### src/design/tltc_pkg.sv
// shared types, constants and a helper function for the tap tempo lfo rate control
// no dependencies; imported by every module of the block
`default_nettype none

package tltc_pkg;

    // mode codes
    typedef enum logic [1:0] {
        MODE_POT   = 2'd0,
        MODE_TAP   = 2'd1,
        MODE_SWELL = 2'd2
    } t_mode;

    // configuration register indexes
    localparam logic [1:0] CFG_SWELL_THRESHOLD = 2'd0;
    localparam logic [1:0] CFG_POT_FLOOR       = 2'd1;
    localparam logic [1:0] CFG_ADC_FULL_SCALE  = 2'd2;
    localparam logic [1:0] CFG_SWELL_PERIOD    = 2'd3;

    // subdivision select codes
    localparam logic [1:0] SUB_X1      = 2'd0;
    localparam logic [1:0] SUB_HALF    = 2'd1;
    localparam logic [1:0] SUB_3_4     = 2'd2;
    localparam logic [1:0] SUB_QUARTER = 2'd3;

    localparam int          WAVE_STEP  = 205;
    localparam logic [15:0] SWELL_STEP = 16'd1;

    localparam logic [31:0] RST_SWELL_THRESHOLD = 32'd65535;
    localparam logic [9:0]  RST_POT_FLOOR       = 10'd0;
    localparam logic [9:0]  RST_ADC_FULL_SCALE  = 10'd1023;
    localparam logic [6:0]  RST_SWELL_PERIOD    = 7'd100;

    typedef struct packed {
        logic [9:0]  rate_pot;
        logic [9:0]  subdivision_pot;
        logic [9:0]  wave_pot;
        logic [31:0] tap_count;
        logic        button_held;
        logic        tap_pressed;
    } t_in_item;

    typedef struct packed {
        logic [15:0] rate_word;
        logic [2:0]  wave_sel;
        logic [1:0]  rate_mode;
    } t_result;

    typedef struct packed {
        logic [31:0] swell_threshold;
        logic [9:0]  pot_floor;
        logic [9:0]  adc_full_scale;
        logic [6:0]  swell_period;
    } t_cfg;

    typedef struct packed {
        t_mode       current_mode;
        t_mode       previous_mode;
        logic        tap_pending;
        logic [6:0]  loop_counter;
        logic [15:0] rate_register;
    } t_state;

    // wave pot over 205, pot never exceeds 1023 so the quotient is 0..4
    function automatic logic [2:0] wave_index(input logic [9:0] pot);
        logic [2:0] q;
        if (pot >= 10'(4 * WAVE_STEP)) begin
            q = 3'd4;
        end else if (pot >= 10'(3 * WAVE_STEP)) begin
            q = 3'd3;
        end else if (pot >= 10'(2 * WAVE_STEP)) begin
            q = 3'd2;
        end else if (pot >= 10'(WAVE_STEP)) begin
            q = 3'd1;
        end else begin
            q = 3'd0;
        end
        return q;
    endfunction

endpackage

`default_nettype wire

### src/design/tltc_in_if.sv
// input channel of the rate control block: valid/ready plus one control sample
// no dependencies
`default_nettype none

interface tltc_in_if;
    logic        valid;
    logic        ready;
    logic [9:0]  rate_pot;
    logic [9:0]  subdivision_pot;
    logic [9:0]  wave_pot;
    logic [31:0] tap_count;
    logic        button_held;
    logic        tap_pressed;

    modport source (
        output valid, rate_pot, subdivision_pot, wave_pot, tap_count,
               button_held, tap_pressed,
        input  ready
    );
    modport sink (
        input  valid, rate_pot, subdivision_pot, wave_pot, tap_count,
               button_held, tap_pressed,
        output ready
    );
endinterface

`default_nettype wire

### src/design/tltc_out_if.sv
// result channel of the rate control block: valid/ready plus rate, wave and mode
// no dependencies
`default_nettype none

interface tltc_out_if;
    logic        valid;
    logic        ready;
    logic [15:0] rate_word;
    logic [2:0]  wave_sel;
    logic [1:0]  rate_mode;

    modport source (
        output valid, rate_word, wave_sel, rate_mode,
        input  ready
    );
    modport sink (
        input  valid, rate_word, wave_sel, rate_mode,
        output ready
    );
endinterface

`default_nettype wire

### src/design/tap_tempo_lfo_rate_control.sv
// tap tempo lfo rate control, top level
// a result is registered as its item moves on; the input and result registers form
// a two stage pipe with one item per cycle unless o_out.ready stalls it, and the
// mode/rate state updates as an item moves into the result register
// reset (synchronous, active low): config defaults, pot mode, pending, counter
// and rate word cleared, both stages empty
`default_nettype none

module tap_tempo_lfo_rate_control
    import tltc_pkg::*;
(
    input  wire logic        i_clk,
    input  wire logic        i_rst_n,
    tltc_in_if.sink          i_in,
    tltc_out_if.source       o_out,
    input  wire logic        i_cfg_we,
    input  wire logic [1:0]  i_cfg_idx,
    input  wire logic [31:0] i_cfg_data
);

    t_cfg     cfg;
    t_in_item in_item;
    t_in_item r_item;
    logic     r_item_valid;
    t_state   r_state;
    t_state   n_state;
    t_result  n_result;
    t_result  r_result;
    logic     r_out_valid;
    logic     advance;
    logic     in_take;

    // config bank
    tltc_cfg u_cfg (
        .i_clk   (i_clk),
        .i_rst_n (i_rst_n),
        .i_we    (i_cfg_we),
        .i_idx   (i_cfg_idx),
        .i_data  (i_cfg_data),
        .o_cfg   (cfg)
    );

    // pack the incoming sample
    assign in_item.rate_pot        = i_in.rate_pot;
    assign in_item.subdivision_pot = i_in.subdivision_pot;
    assign in_item.wave_pot        = i_in.wave_pot;
    assign in_item.tap_count       = i_in.tap_count;
    assign in_item.button_held     = i_in.button_held;
    assign in_item.tap_pressed     = i_in.tap_pressed;

    // the held item moves on when the result slot is free or being drained
    assign advance   = r_item_valid && (!r_out_valid || o_out.ready);
    // input slot can take a new item when empty or emptying this cycle
    assign i_in.ready = !r_item_valid || advance;
    assign in_take    = i_in.valid && i_in.ready;

    // per-sample computation against the live state
    tltc_calc u_calc (
        .i_item   (r_item),
        .i_cfg    (cfg),
        .i_state  (r_state),
        .o_state  (n_state),
        .o_result (n_result)
    );

    // input stage
    always_ff @(posedge i_clk) begin
        if (!i_rst_n) begin
            r_item_valid <= 1'b0;
        end else if (in_take) begin
            r_item_valid <= 1'b1;
        end else if (advance) begin
            r_item_valid <= 1'b0;
        end
    end

    always_ff @(posedge i_clk) begin
        if (in_take) begin
            r_item <= in_item;
        end
    end

    // loop state: only committed when an item reaches the result register
    always_ff @(posedge i_clk) begin
        if (!i_rst_n) begin
            r_state.current_mode  <= MODE_POT;
            r_state.previous_mode <= MODE_POT;
            r_state.tap_pending   <= 1'b0;
            r_state.loop_counter  <= 7'd0;
            r_state.rate_register <= 16'd0;
        end else if (advance) begin
            r_state <= n_state;
        end
    end

    // result stage
    always_ff @(posedge i_clk) begin
        if (!i_rst_n) begin
            r_out_valid <= 1'b0;
        end else if (advance) begin
            r_out_valid <= 1'b1;
        end else if (o_out.ready) begin
            r_out_valid <= 1'b0;
        end
    end

    always_ff @(posedge i_clk) begin
        if (advance) begin
            r_result <= n_result;
        end
    end

    assign o_out.valid     = r_out_valid;
    assign o_out.rate_word = r_result.rate_word;
    assign o_out.wave_sel  = r_result.wave_sel;
    assign o_out.rate_mode = r_result.rate_mode;

endmodule

`default_nettype wire

### src/design/tltc_cfg.sv
// configuration register bank of the rate control block
// depends on tltc_pkg
`default_nettype none

module tltc_cfg
    import tltc_pkg::*;
(
    input  wire logic        i_clk,
    input  wire logic        i_rst_n,
    input  wire logic        i_we,
    input  wire logic [1:0]  i_idx,
    input  wire logic [31:0] i_data,
    output t_cfg             o_cfg
);

    t_cfg r_cfg;

    always_ff @(posedge i_clk) begin
        if (!i_rst_n) begin
            r_cfg.swell_threshold <= RST_SWELL_THRESHOLD;
            r_cfg.pot_floor       <= RST_POT_FLOOR;
            r_cfg.adc_full_scale  <= RST_ADC_FULL_SCALE;
            r_cfg.swell_period    <= RST_SWELL_PERIOD;
        end else if (i_we) begin
            unique case (i_idx)
                CFG_SWELL_THRESHOLD: r_cfg.swell_threshold <= i_data;
                CFG_POT_FLOOR:       r_cfg.pot_floor       <= i_data[9:0];
                CFG_ADC_FULL_SCALE:  r_cfg.adc_full_scale  <= i_data[9:0];
                CFG_SWELL_PERIOD:    r_cfg.swell_period    <= i_data[6:0];
                default:             r_cfg                 <= r_cfg;
            endcase
        end
    end

    assign o_cfg = r_cfg;

endmodule

`default_nettype wire

### src/design/tltc_calc.sv
// per-sample logic: mode choice, raw rate, quantize and subdivision scaling
// depends on tltc_pkg
`default_nettype none

module tltc_calc
    import tltc_pkg::*;
(
    input  t_in_item i_item,
    input  t_cfg     i_cfg,
    input  t_state   i_state,
    output t_state   o_state,
    output t_result  o_result
);

    logic        pending;
    logic        want_change;
    t_mode       target;
    t_mode       cur;
    t_mode       prev;
    logic [15:0] raw;
    logic [15:0] quant;
    logic [15:0] scaled;
    logic [15:0] pot_rev;
    logic [16:0] times3;
    logic [7:0]  lc_inc;
    logic        dec_due;

    // mode choice in priority order
    always_comb begin
        pending     = i_state.tap_pending | i_item.tap_pressed;
        want_change = 1'b0;
        target      = i_state.current_mode;
        if (i_item.button_held && (i_item.tap_count >= i_cfg.swell_threshold)) begin
            pending     = 1'b0;
            want_change = 1'b1;
            target      = MODE_SWELL;
        end else if (!i_item.button_held && (i_state.current_mode == MODE_SWELL)) begin
            pending     = 1'b0;
            want_change = 1'b1;
            target      = i_state.previous_mode;
        end else if (!i_item.button_held && pending) begin
            pending     = 1'b0;
            want_change = 1'b1;
            target      = MODE_TAP;
        end else if (i_item.rate_pot == i_cfg.pot_floor) begin
            want_change = 1'b1;
            target      = MODE_POT;
        end

        cur  = i_state.current_mode;
        prev = i_state.previous_mode;
        if (want_change && (target != i_state.current_mode)) begin
            prev = i_state.current_mode;
            cur  = target;
        end
    end

    assign lc_inc  = {1'b0, i_state.loop_counter} + 8'd1;
    assign dec_due = (lc_inc >= {1'b0, i_cfg.swell_period})
                     && (i_state.rate_register > {6'd0, i_cfg.pot_floor});
    assign pot_rev = {6'd0, i_cfg.adc_full_scale} + {6'd0, i_cfg.pot_floor}
                     - {6'd0, i_item.rate_pot};

    always_comb begin
        case (cur)
            MODE_TAP:   raw = i_item.tap_count[17:2];
            MODE_SWELL: raw = dec_due ? (i_state.rate_register - SWELL_STEP)
                                      : i_state.rate_register;
            MODE_POT:   raw = {1'b0, pot_rev[15:1]};
            default:    raw = i_state.rate_register;
        endcase
    end

    assign quant  = {raw[15:2], 2'b00};
    assign times3 = {1'b0, quant} + {quant, 1'b0};

    always_comb begin
        case (i_item.subdivision_pot[9:8])
            SUB_HALF:    scaled = {1'b0, quant[15:1]};
            SUB_3_4:     scaled = {2'b00, times3[15:2]};
            SUB_QUARTER: scaled = {2'b00, quant[15:2]};
            default:     scaled = quant;
        endcase
    end

    always_comb begin
        o_state.current_mode  = cur;
        o_state.previous_mode = prev;
        o_state.tap_pending   = pending;
        o_state.rate_register = scaled;
        o_state.loop_counter  = (lc_inc > {1'b0, i_cfg.swell_period}) ? 7'd0
                                                                       : lc_inc[6:0];
    end

    assign o_result.rate_word = scaled;
    assign o_result.wave_sel  = wave_index(i_item.wave_pot);
    assign o_result.rate_mode = cur;

endmodule

`default_nettype wire
### src/flat_wrapper.sv
// flat-port wrapper written by rule: the top's interface ports become plain ports
module tap_tempo_lfo_rate_control_flat import tltc_pkg::*;
  (i_clk, i_rst_n, i_cfg_we, i_cfg_idx, i_cfg_data, i_in_valid, i_in_rate_pot, i_in_subdivision_pot, i_in_wave_pot, i_in_tap_count, i_in_button_held, i_in_tap_pressed, i_in_ready, o_out_valid, o_out_rate_word, o_out_wave_sel, o_out_rate_mode, o_out_ready);
  tltc_in_if i_in_i ();
  tltc_out_if o_out_i ();
  input  wire logic i_clk;
  input  wire logic i_rst_n;
  input  wire logic i_cfg_we;
  input  wire logic [1:0] i_cfg_idx;
  input  wire logic [31:0] i_cfg_data;
  input wire logic [$bits(i_in_i.valid)-1:0] i_in_valid;
  input wire logic [$bits(i_in_i.rate_pot)-1:0] i_in_rate_pot;
  input wire logic [$bits(i_in_i.subdivision_pot)-1:0] i_in_subdivision_pot;
  input wire logic [$bits(i_in_i.wave_pot)-1:0] i_in_wave_pot;
  input wire logic [$bits(i_in_i.tap_count)-1:0] i_in_tap_count;
  input wire logic [$bits(i_in_i.button_held)-1:0] i_in_button_held;
  input wire logic [$bits(i_in_i.tap_pressed)-1:0] i_in_tap_pressed;
  output wire logic [$bits(i_in_i.ready)-1:0] i_in_ready;
  output wire logic [$bits(o_out_i.valid)-1:0] o_out_valid;
  output wire logic [$bits(o_out_i.rate_word)-1:0] o_out_rate_word;
  output wire logic [$bits(o_out_i.wave_sel)-1:0] o_out_wave_sel;
  output wire logic [$bits(o_out_i.rate_mode)-1:0] o_out_rate_mode;
  input wire logic [$bits(o_out_i.ready)-1:0] o_out_ready;
  assign i_in_i.valid = i_in_valid;
  assign i_in_i.rate_pot = i_in_rate_pot;
  assign i_in_i.subdivision_pot = i_in_subdivision_pot;
  assign i_in_i.wave_pot = i_in_wave_pot;
  assign i_in_i.tap_count = i_in_tap_count;
  assign i_in_i.button_held = i_in_button_held;
  assign i_in_i.tap_pressed = i_in_tap_pressed;
  assign i_in_ready = i_in_i.ready;
  assign o_out_valid = o_out_i.valid;
  assign o_out_rate_word = o_out_i.rate_word;
  assign o_out_wave_sel = o_out_i.wave_sel;
  assign o_out_rate_mode = o_out_i.rate_mode;
  assign o_out_i.ready = o_out_ready;
  tap_tempo_lfo_rate_control u_core (.i_clk(i_clk), .i_rst_n(i_rst_n), .i_in(i_in_i), .o_out(o_out_i), .i_cfg_we(i_cfg_we), .i_cfg_idx(i_cfg_idx), .i_cfg_data(i_cfg_data));
endmodule
### config.mk
export PLATFORM = sky130hd
export DESIGN_NAME = tap_tempo_lfo_rate_control_flat
export DESIGN_NICKNAME = d
export VERILOG_FILES = /design/src/design/tltc_pkg.sv /design/src/design/tltc_in_if.sv /design/src/design/tltc_out_if.sv /design/src/design/tap_tempo_lfo_rate_control.sv /design/src/design/tltc_cfg.sv /design/src/design/tltc_calc.sv /design/src/flat_wrapper.sv
export SDC_FILE = /design/constraint.sdc
export NUM_CORES = 1
export LEC_CHECK = 0
export BUFFER_PORTS_ARGS = -buffer_cell sky130_fd_sc_hd__clkbuf_2
export CORE_UTILIZATION = 55
export CTS_BUF_LIST = sky130_fd_sc_hd__clkbuf_4 sky130_fd_sc_hd__clkbuf_8
export CTS_CLUSTER_DIAMETER = 100
export DETAILED_ROUTE_END_ITERATION = 10
export PLACE_DENSITY_LB_ADDON = 0.08
export SYNTH_ARGS = -nofsm -noshare
export SYNTH_HDL_FRONTEND = slang
export SYNTH_HIERARCHICAL = 1
export SYNTH_SLANG_ARGS = --single-unit
### constraint.sdc
create_clock -name i_clk -period 7.2 [get_ports i_clk]
set_clock_uncertainty 0.2 [all_clocks]
set_input_delay 1.44 -clock i_clk [delete_from_list [all_inputs] [get_ports i_clk]]
set_output_delay 1.44 -clock i_clk [all_outputs]
set_load 0.01 [all_outputs]
==> results of run 1 <==
[tightest hold or removal path: cells and delay by family, from the launching register on]
family | cells | cell delay (ns)
DFF | 1 | 0.32
and+or+nand+nor | 1 | 0.05
muxes | 1 | 0.05
[metrics by stage]
stage	setup WS (ns)	hold WS, ns	instances	instance area, um2	total power, mW
5_1_grt	0.2719	0.2783	1336	10960	2.588
2_1_floorplan	1.864	0.2335	1009	10050	1.679
4_1_cts	0.9261	0.2628	1336	10960	2.454
3_5_place_dp	0.9720	0.2484	1304	10590	1.799
3_3_place_gp	1.201	0.2440	1304	10590	1.785
6_report	0.9356	0.2622	1337	10960	2.440
[sequential cells by signal (all words and copies together) (netlist names)]
signal	cells
u_core/u_cfg/o_cfg	59
u_core/r_item	56
u_core/r_state	28
u_core/o_out.rate_word	16
u_core/o_out.wave_sel	3
u_core/o_out.rate_mode	2
u_core/o_out.valid	1
u_core/r_item_valid	1
[area by class of cell]
type,count,area [um2]
fillers,1580,6938
multi-input cells,693,5226
flip-flops and latches,166,4094
repair buffers,121,618.1
inverters,95,361.6
well taps,229,286.5
clock buffers,19,249.0
clock inverters,13,126.4
diodes,1,2.502
[metal layers]
metal  up-vias  GRT usage (%)
met2       155          41.13
li1       3684              -
met5         -              0
met1      3328          31.34
met4         0          6.349
met3        23          5.259
[worst paths after layout]
check                          from                     end  cells past startpoint
max              u_core/r_state[16]      u_core/r_state[12]                     26
min          u_core/u_cfg/o_cfg[50]  u_core/u_cfg/o_cfg[50]                      2
max reg2reg      u_core/r_state[16]      u_core/r_state[12]                     26
min reg2reg  u_core/u_cfg/o_cfg[50]  u_core/u_cfg/o_cfg[50]                      2
[where the power goes]
group	switching [mW]	total [mW]	internal, mW	leakage (nW)
Combinational	0.382	0.684	0.302	3.10
Clock	0.370	0.656	0.286	0.186
Sequential	0.0469	1.10	1.05	1.47
Total	0.799	2.44	1.64	4.76
==> results by group, run 1 <==
Outcome
  • Status: completed

Setup path
  • CP delay by family, top: compound AO/OA/AOI/OAI gates
  • CP max-delay cell: a2111oi_2
  • Crit path buf inv count: 0
  • Worst Setup End Kind: register
  • Crit-path max cell delay: 0.73 ns
  • Setup crit start kind: register
  • Worst EP required: 7.40 ns
  • Critical Path AT: 6.47 ns
  • Crit Path Max Fanout: 6
  • R2r setup slk: 0.94 ns
  • WS Path Type: reg -> reg

Layout
  • Fraction of layout cells with a size suffix above 1: 17.52%
  • Layout Utilization: 61.25%
  • Nets@finish: 1279
  • Area delta synth->final: 9.129%
  • Most frequent cells in the layout: nand2_1, clkbuf_2, inv_1
  • Most common cell after layout, fill and taps aside: nand2_1

Placement
  • Gpl congestion: 0.8684
  • # port buffers: 117
  • HPWL after detailed placement: 15930 um

Detailed routing
  • Post-route DRC: 0
  • DR pass1 iterations: 4
  • Drt wl/cell: 15.92 um
  • Met1 WL: 10060 um
  • Vias per inst: 5.378
  • Top sig layer: met4
  • Detailed-route wire length: 21290 um
  • Detailed-route via count: 7190
  • DR iter-0 viols: 390
  • WL met3: 811 um
  • Met2 WL post-DR: 10120 um
  • Detail Route Antenna Nets: 0

Global route
  • Grt ovf: 0
  • Initial antenna violation count: 1
  • Largest net degree at the start of global routing: 103
  • Vias in the first global route: 6894
  • Global-route usage over all layers: 24.32%
  • First-pass GRT wire length: 34550 um

Clock network
  • Max H-tree Level: 4
  • Clock buffer depth: 2
  • Num Clock Sinks: 166
  • Resized cells post-CTS: 0
  • Clk Latency, worst-skew pair: 0.48 ns
  • CTS Hold Bufs: 0
  • CTS Buf Count: 17
  • Post CTS Setup Buffer Count: 0
  • Clock slew at reported path FFs: 0.09 ns
  • Root Buffer: clkbuf_8
  • CTS tree: yes

Floorplanning
  • Row cnt: 49
  • # IOs: 126
  • Core area: 17900 um2
  • Die X: 137.2 um
  • Starting Density: 56.12%
  • Chip height: 137.2 um
  • DIE AREA: 18810 um2

Power
  • Leakage power: 4.760 nW
  • Power Dens Cells: 222.5 nW/um2
  • VDD IR max: 0.1380 mV

Timing
  • Slew @ Worst Pin: 0.9487 ns
  • Hold Vio Cnt, Final: 0
  • Max-slew violation count: 0
  • Fin crit share: 87.00%
  • Tmin final: 6.264 ns
  • Fmax: 159.6 MHz
  • Sum Neg Setup Slack: 0 ns
  • RSZ-0062 raised after global routing: false
  • Final setup fails: 0
  • Slew margin rel.: 36.59%

Synthesis
  • Synthesized cell area: 10050 um2
  • Mean Syn Cell Area: 9.958 um2
  • Syn Nets: 1194
  • Post-synthesis cell count: 1009
  • Yosys Warn Count: 6

Run
  • Max-cap violation count: 0

Worst hold path
  • Worst Hold Class: reg -> reg
No activity file was read; power rests on OpenSTA's default activity.
==> run 2: changes to the inputs <==
--- a/config.mk
+++ b/config.mk
@@ -5,6 +5,7 @@
 export SDC_FILE = /design/constraint.sdc
 export NUM_CORES = 1
 export LEC_CHECK = 0
+export ABC_AREA = 1
 export BUFFER_PORTS_ARGS = -buffer_cell sky130_fd_sc_hd__clkbuf_2
 export CORE_UTILIZATION = 55
 export CTS_BUF_LIST = sky130_fd_sc_hd__clkbuf_4 sky130_fd_sc_hd__clkbuf_8
@@ -15,3 +16,4 @@
 export SYNTH_HDL_FRONTEND = slang
 export SYNTH_HIERARCHICAL = 1
 export SYNTH_SLANG_ARGS = --single-unit
+export TNS_END_PERCENT = 1
==> run 2 against run 1 <==
Effect of this change: the flow now finishes with violations (DRC); total power rose by 4.1%; sequential cell count did not move; critical path depth rose by 7; worst setup slack improved by 0.81 ns; worst hold slack got worse by 0.00062 ns; clock-buffer cell count rose by 3; area after synthesis rose by 3.1%; maximum frequency rose by 15%; synthesized cell count rose by 36%; register-to-register slack improved by 0.81 ns; clock power rose by 5.3%; utilization rose by 0.60 points; largest power group unchanged.
==> results by group, run 2 <==
Layout
  • Area delta synth->final: 8.721%
  • Most frequent cells in the layout: nand2_1, inv_1, nand3_1
  • Non-Filler Instances: 1688 (+26%)
  • # diodes: 0 (-1)
  • Nets@finish: 1631 (+28%)
  • Fraction of layout cells with a size suffix above 1: 12.82% (-4.7 points)
  • Finished Cell Area: 11260 um2 (+2.7%)
  • Largest register FFs: 59 (unchanged)
  • Most common cell after layout, fill and taps aside: nand2_1

Setup path
  • Worst Setup End Kind: register
  • Crit Path Max Fanout: 10 (+4)
  • Setup crit start kind: register
  • CP max-delay cell: fa_1
  • Worst Reg-to-Reg Cells: 33 (+27%)
  • R2r setup slk: 1.74 ns (+0.81 ns)
  • Reg2reg end: u_core/r_state[13]
  • Crit-path max cell delay: 0.45 ns (-0.28 ns)
  • CP dominant cell by count: nand2_1
  • Critical Path AT: 5.62 ns (-0.85 ns)
  • WS Path Type: reg -> reg
  • RR Startpoint: u_core/r_state[16]
  • Worst EP required: 7.36 ns (-0.04 ns)

Run
  • Max-cap violation count: 0 (unchanged)

Timing
  • Tmin final: 5.458 ns (-0.8063 ns)
  • Slew margin rel.: 19.05% (-18 points)
  • Hold Vio Cnt, Final: 0 (unchanged)
  • RSZ-0062 raised after global routing: false
  • Sum Neg Setup Slack: 0 ns (unchanged)
  • Fin crit share: 75.81% (-11 points)
  • Fmax: 183.2 MHz (+15%)
  • Slew @ Worst Pin: 1.214 ns (+0.2656 ns)
  • Hold slack: 0.2616 ns (-0.0006220 ns)
  • Final setup fails: 0 (unchanged)
  • Max-slew violation count: 0 (unchanged)

Floorplanning
  • # IOs: 126 (unchanged)
  • Core area: 18210 um2 (+1.7%)
  • Die X: 139.2 um (+1.5%)
  • Row cnt: 49 (unchanged)
  • DIE AREA: 19390 um2 (+3.1%)
  • Starting Density: 56.89% (+0.77 points)
  • Chip height: 139.2 um (+1.5%)

Power
  • Leakage power: 5.659 nW (+19%)
  • Power Dens Cells: 225.5 nW/um2 (+1.3%)
  • Total power: 2.539 mW (+4.1%)
  • VDD IR max: 0.1136 mV (-18%)

Worst hold path
  • Hold path endpoint: u_core/u_cfg/o_cfg[38]
  • Worst hold path cell count: 2 (unchanged)
  • Worst Hold Class: reg -> reg
  • HP Start: u_core/u_cfg/o_cfg[38]

Placement
  • DP Area: 10860 um2 (+2.6%)
  • Gpl congestion: 0.8861 (+2.0%)
  • # port buffers: 117 (unchanged)
  • HPWL after detailed placement: 17580 um (+10%)
  • Placed insts: 1656 (+27%)

Detailed routing
  • DR pass1 iterations: 9 (+5)
  • Detailed-route wire length: 23760 um (+12%)
  • Detailed-route via count: 8880 (+24%)
  • Drt wl/cell: 14.07 um (-12%)
  • DR iter-0 viols: 673 (+73%)
  • Vias per inst: 5.261 (-2.2%)
  • Detail Route Antenna Nets: 0 (unchanged)
  • Post-route DRC: 3 (+3)

Synthesis
  • Yosys Warn Count: 6 (unchanged)
  • Post-synthesis cell count: 1370 (+36%)
  • Syn Nets: 1555 (+30%)
  • Synthesized cell area: 10360 um2 (+3.1%)
  • Mean Syn Cell Area: 7.561 um2 (-24%)

Global route
  • First-pass GRT wire length: 38900 um (+13%)
  • Vias in the first global route: 8110 (+18%)
  • Grt ovf: 0 (unchanged)
  • Global-route usage over all layers: 25.32% (+0.99 points)
  • Initial antenna violation count: 0 (-1)
  • Largest net degree at the start of global routing: 89 (-14%)

Outcome
  • Status: finished with violations
  • Failing checks: DRC

Clock network
  • Num Clock Sinks: 166 (unchanged)
  • Max H-tree Level: 4 (unchanged)
  • Clock buffer depth: 2 (unchanged)
  • Clk Latency, worst-skew pair: 0.46 ns (-0.02 ns)
  • CTS Buf Count: 17 (unchanged)
  • Root Buffer: clkbuf_8
  • CTS tree: yes
  • Clock slew at reported path FFs: 0.09 ns (about the same)
  • Resized cells post-CTS: 0 (unchanged)
  • Post CTS Setup Buffer Count: 0 (unchanged)
  • CTS Hold Bufs: 0 (unchanged)
==> run 2: critical path: cells and delay by family (launching register included) <==
kind	cells	cell delay [ns]
AOI/OAI and AO/OA	5	1.00
buffers and inverters	5	0.39
adders and majority gates	4	1.14
xor gates and xnor gates	1	0.22
and+or+nand+nor	18	2.01
DFF	1	0.41
==> run 2: worst max-delay path by stage <==
stage | start | endpoint | cells after the start
3_5_place_dp | u_core/r_state[16] | u_core/r_state[13] | 33
5_1_grt | u_core/r_state[16] | u_core/r_state[13] | 36
3_3_place_gp | u_core/r_state[16] | u_core/r_state[13] | 33
6_report | u_core/r_state[16] | u_core/r_state[13] | 33
2_1_floorplan | u_core/r_state[16] | u_core/r_state[12] | 33
4_1_cts | u_core/r_state[16] | u_core/r_state[13] | 33
==> run 2: final cells by class <==
class                           count  area (um2)
Tap cell                          229       286.5
Multi-Input combinational cell    916        5025
Clock inverter                     10       120.1
Timing Repair Buffer              121       615.6
Clock buffer                       22       277.8
Fill cell                        1701        6947
Inverter                          224       842.1
Sequential cell                   166        4095
==> run 2: stage by stage <==
stage | setup WS (ns) | util (%)
after floorplan | 2.679 | -
after global placement | 2.074 | 59.66
after detailed placement | 1.929 | 59.66
after CTS | 1.870 | 61.85
after global routing | 1.271 | 61.85
final | 1.742 | 61.85
==> run 2: where the power goes <==
part	internal, mW	switching (mW)	total (mW)
clock network	0.337	0.354	0.691
registers	1.06	0.0526	1.11
logic	0.268	0.468	0.735
total	1.66	0.874	2.54
==> run 2: routing by layer <==
layer,part of all wire (%),global-route usage [%],up-vias
met3,4.9,4.129,29
li1,-,-,4607
met1,45,32.93,4000
met4,2.4,9.649,0
met2,47,42.29,244
met5,0,0,-
==> run 3: changes to the inputs <==
--- a/config.mk
+++ b/config.mk
@@ -5,7 +5,7 @@
 export SDC_FILE = /design/constraint.sdc
 export NUM_CORES = 1
 export LEC_CHECK = 0
-export ABC_AREA = 1
+export ABC_AREA = 0
 export BUFFER_PORTS_ARGS = -buffer_cell sky130_fd_sc_hd__clkbuf_2
 export CORE_UTILIZATION = 55
 export CTS_BUF_LIST = sky130_fd_sc_hd__clkbuf_4 sky130_fd_sc_hd__clkbuf_8
==> constraint.sdc (replaced) <==
create_clock -name i_clk -period 5.2 [get_ports i_clk]
set_clock_uncertainty 0.2 [all_clocks]
set_input_delay 1.04 -clock i_clk [delete_from_list [all_inputs] [get_ports i_clk]]
set_output_delay 1.04 -clock i_clk [all_outputs]
set_load 0.01 [all_outputs]
==> run 3 against run 2 <==
Effect of this change: the run ends with setup timing left; global-route usage is 1.4 points lower; register-to-register slack worse by 1.7 ns; clock power is 27% higher; cell count is 14% lower; clock-buffer cell count is 1 higher; maximum frequency is 4.9% higher; die area is 3.0% lower; non-clock buffer count is 120 higher; critical path type unchanged; worst setup slack worse by 1.7 ns; worst hold slack worse by 0.0028 ns; via count is 13% lower; sequential cell count stayed put.
==> results by group, run 3 (synthesis gave the netlist of run 1 again) <==
Placement
  • Gpl congestion: 0.8801 (-0.68%)
  • HPWL after detailed placement: 16270 um (-7.4%)
  • # port buffers: 117 (unchanged)

Clock network
  • Clk Latency, worst-skew pair: 0.46 ns (about the same)
  • CTS Hold Bufs: 0 (unchanged)
  • Max H-tree Level: 4 (unchanged)
  • Clock buffer depth: 2 (unchanged)
  • Root Buffer: clkbuf_8
  • Num Clock Sinks: 166 (unchanged)
  • Clock slew at reported path FFs: 0.09 ns (about the same)
  • CTS Buf Count: 17 (unchanged)
  • CTS tree: yes

Setup path
  • Critical Path AT: 5.23 ns (-0.39 ns)
  • WS Path Type: reg -> reg
  • Crit Path Max Fanout: 3 (-7)
  • Setup crit start kind: register
  • Worst Setup End Kind: register
  • Worst EP required: 5.22 ns (-2.14 ns)

Layout
  • Largest register FFs: 59 (unchanged)
  • Nets@finish: 1399 (-14%)
  • Most frequent cells in the layout: nand2_1, buf_4, clkbuf_2
  • Fraction of layout cells with a size suffix above 1: 30.67% (+18 points)
  • Most common cell after layout, fill and taps aside: nand2_1
  • # diodes: 0 (unchanged)
  • Area delta synth->final: 23.01%

Power
  • Int Power: 2.517 mW (+51%)
  • Leakage power: 5.429 nW (-4.1%)
  • NetSw: 1.191 mW (+36%)
  • Combinational share of power: 35.6% (+6.6 points)
  • Clock power frac: 23.7% (-3.5 points)
  • Reg power frac: 40.7% (-3.1 points)
  • Total power: 3.707 mW (+46%)
  • Net Sw Frac: 32.11% (-2.3 points)
  • VDD IR max: 0.1937 mV (+71%)
  • Power Dens Cells: 299.9 nW/um2 (+33%)

Outcome
  • Status: finished with violations
  • Failing checks: setup timing

Worst hold path
  • Worst Hold Class: reg -> reg

Detailed routing
  • Drt wl/cell: 15.48 um (+10%)
  • Post-route DRC: 0 (-3)
  • Detailed-route wire length: 22530 um (-5.2%)
  • Detail Route Antenna Nets: 0 (unchanged)
  • DR pass1 iterations: 7 (-2)
  • Detailed-route via count: 7727 (-13%)
  • Vias per inst: 5.311 (+0.95%)
  • DR iter-0 viols: 283 (-58%)

Global route
  • Global-route usage over all layers: 23.95% (-1.4 points)
  • Grt ovf: 0 (unchanged)
  • Initial antenna violation count: 0 (unchanged)
  • First-pass GRT wire length: 34620 um (-11%)
  • Vias in the first global route: 7248 (-11%)
  • Largest net degree at the start of global routing: 76 (-15%)

Floorplanning
  • Core area: 17900 um2 (-1.7%)
  • Chip height: 137.2 um (-1.5%)
  • Starting Density: 56.12% (-0.77 points)
  • Die X: 137.2 um (-1.5%)
  • Row cnt: 49 (unchanged)
  • DIE AREA: 18810 um2 (-3.0%)
  • # IOs: 126 (unchanged)

Timing
  • Max-slew violation count: 0 (unchanged)
  • Tmin final: 5.205 ns (-0.2532 ns)
  • RSZ-0062 raised after global routing: true
  • Final worst setup slack: -0.004863 ns (-1.747 ns)
  • Fmax: 192.1 MHz (+4.9%)
  • Hold slack: 0.2588 ns (-0.002751 ns)
  • Slew @ Worst Pin: 1.140 ns (-0.07394 ns)
  • Slew margin rel.: 23.82% (+4.8 points)
  • Fin crit share: 100.1% (+24 points)
  • Final setup fails: 1 (+1)
  • Hold Vio Cnt, Final: 0 (unchanged)

Run
  • Max-cap violation count: 0 (unchanged)
[run 3: changes by cell type in the layout (fill, tap and decap cells not counted), moves of 42 or more]
cell and delta:
nor2b_1 +42, nor2_1 -107, inv_1 -126, mux2i_1 +85, nand3_1 -137, nand2_1 -132, a21oi_1 -55, buf_4 +117
[run 3: path summary, 6_finish.rpt]
| path | start | end | slack (ns) | depth (start not counted) |
|---|---|---|---|---|
| worst max-delay path | u_core/r_state[17] | u_core/o_out.rate_word[12] | -0.005 | 25 |
| worst min-delay path | u_core/u_cfg/o_cfg[58] | u_core/u_cfg/o_cfg[58] | 0.26 | 2 |
| worst max register to register | u_core/r_state[17] | u_core/o_out.rate_word[12] | -0.005 | 25 |
| worst min register to register | u_core/u_cfg/o_cfg[58] | u_core/u_cfg/o_cfg[58] | 0.26 | 2 |
[run 3: per-layer routing]
| metal | up-vias | GRT usage, % | part of all wire, % |
|---|---|---|---|
| met5 | - | 0 | 0 |
| met1 | 3587 | 32.18 | 47 |
| met4 | 0 | 7.387 | 1.4 |
| met2 | 189 | 38.89 | 48 |
| met3 | 26 | 4.519 | 4.3 |
| li1 | 3925 | - | - |
[run 3: power groups by stage]
stage               Combinational, mW  Clock (mW)  Sequential [mW]
finish                           1.32       0.880             1.51
floorplan                       0.797           0             1.54
global placement                 1.11           0             1.54
CTS                              1.18       0.908             1.51
global route                     1.45       0.952             1.52
detailed placement               1.12           0             1.54
[run 3: area by class of cell]
class	instances	area, um2
clock buffer	23	285.3
clock inverter	8	78.83
fill	1398	5543
inverter	95	366.6
multi-input combinational	693	5698
sequential	166	4110
tap	229	286.5
timing repair buffer	241	1534
[run 3: what timing repair did]
action                     CTS  global route
setup endpoints to repair   12            12
pin swaps                   14            64
buffers inserted             9            16
gates resized for setup     27            68
[run 3: metrics by stage]
| stage | std cells | area [um2] | worst slack, ns | utilization, % | setup TNS (ns) |
|---|---|---|---|---|---|
| after global routing | 1455 | 12360 | -0.2680 | 69.04 | -1.829 |
| after floorplan | 1009 | 10070 | 0.04416 | - | 0 |
| after CTS | 1439 | 11870 | 0.006982 | 66.29 | 0 |
| final | 1455 | 12360 | -0.004863 | 69.04 | -0.004863 |
| after detailed placement | 1399 | 11320 | -0.4195 | 63.23 | -3.306 |
| after global placement | 1399 | 11320 | -0.2734 | 63.23 | -1.743 |
[run 3: worst max-delay path: stages, from the launching register on]
cell,delay [ns]
dfxtp_4,0.38
ha_4,0.17
nand2_4,0.06
nor2_4,0.12
xnor2_2,0.11
ha_4,0.30
nand3_4,0.07
nor2_4,0.18
a31oi_4,0.14
a2111oi_4,0.41
and2b_1,0.22
nor3b_4,0.25
xnor2_2,0.10
a21oi_2,0.22
ha_1,0.30
buf_6,0.14
a21oi_4,0.15
nor2b_1,0.08
o21a_1,0.22
o41ai_4,0.35
o21a_1,0.22
o21ai_2,0.07
xor2_1,0.16
nand2_1,0.10
a31oi_4,0.11
buf_4,0.15
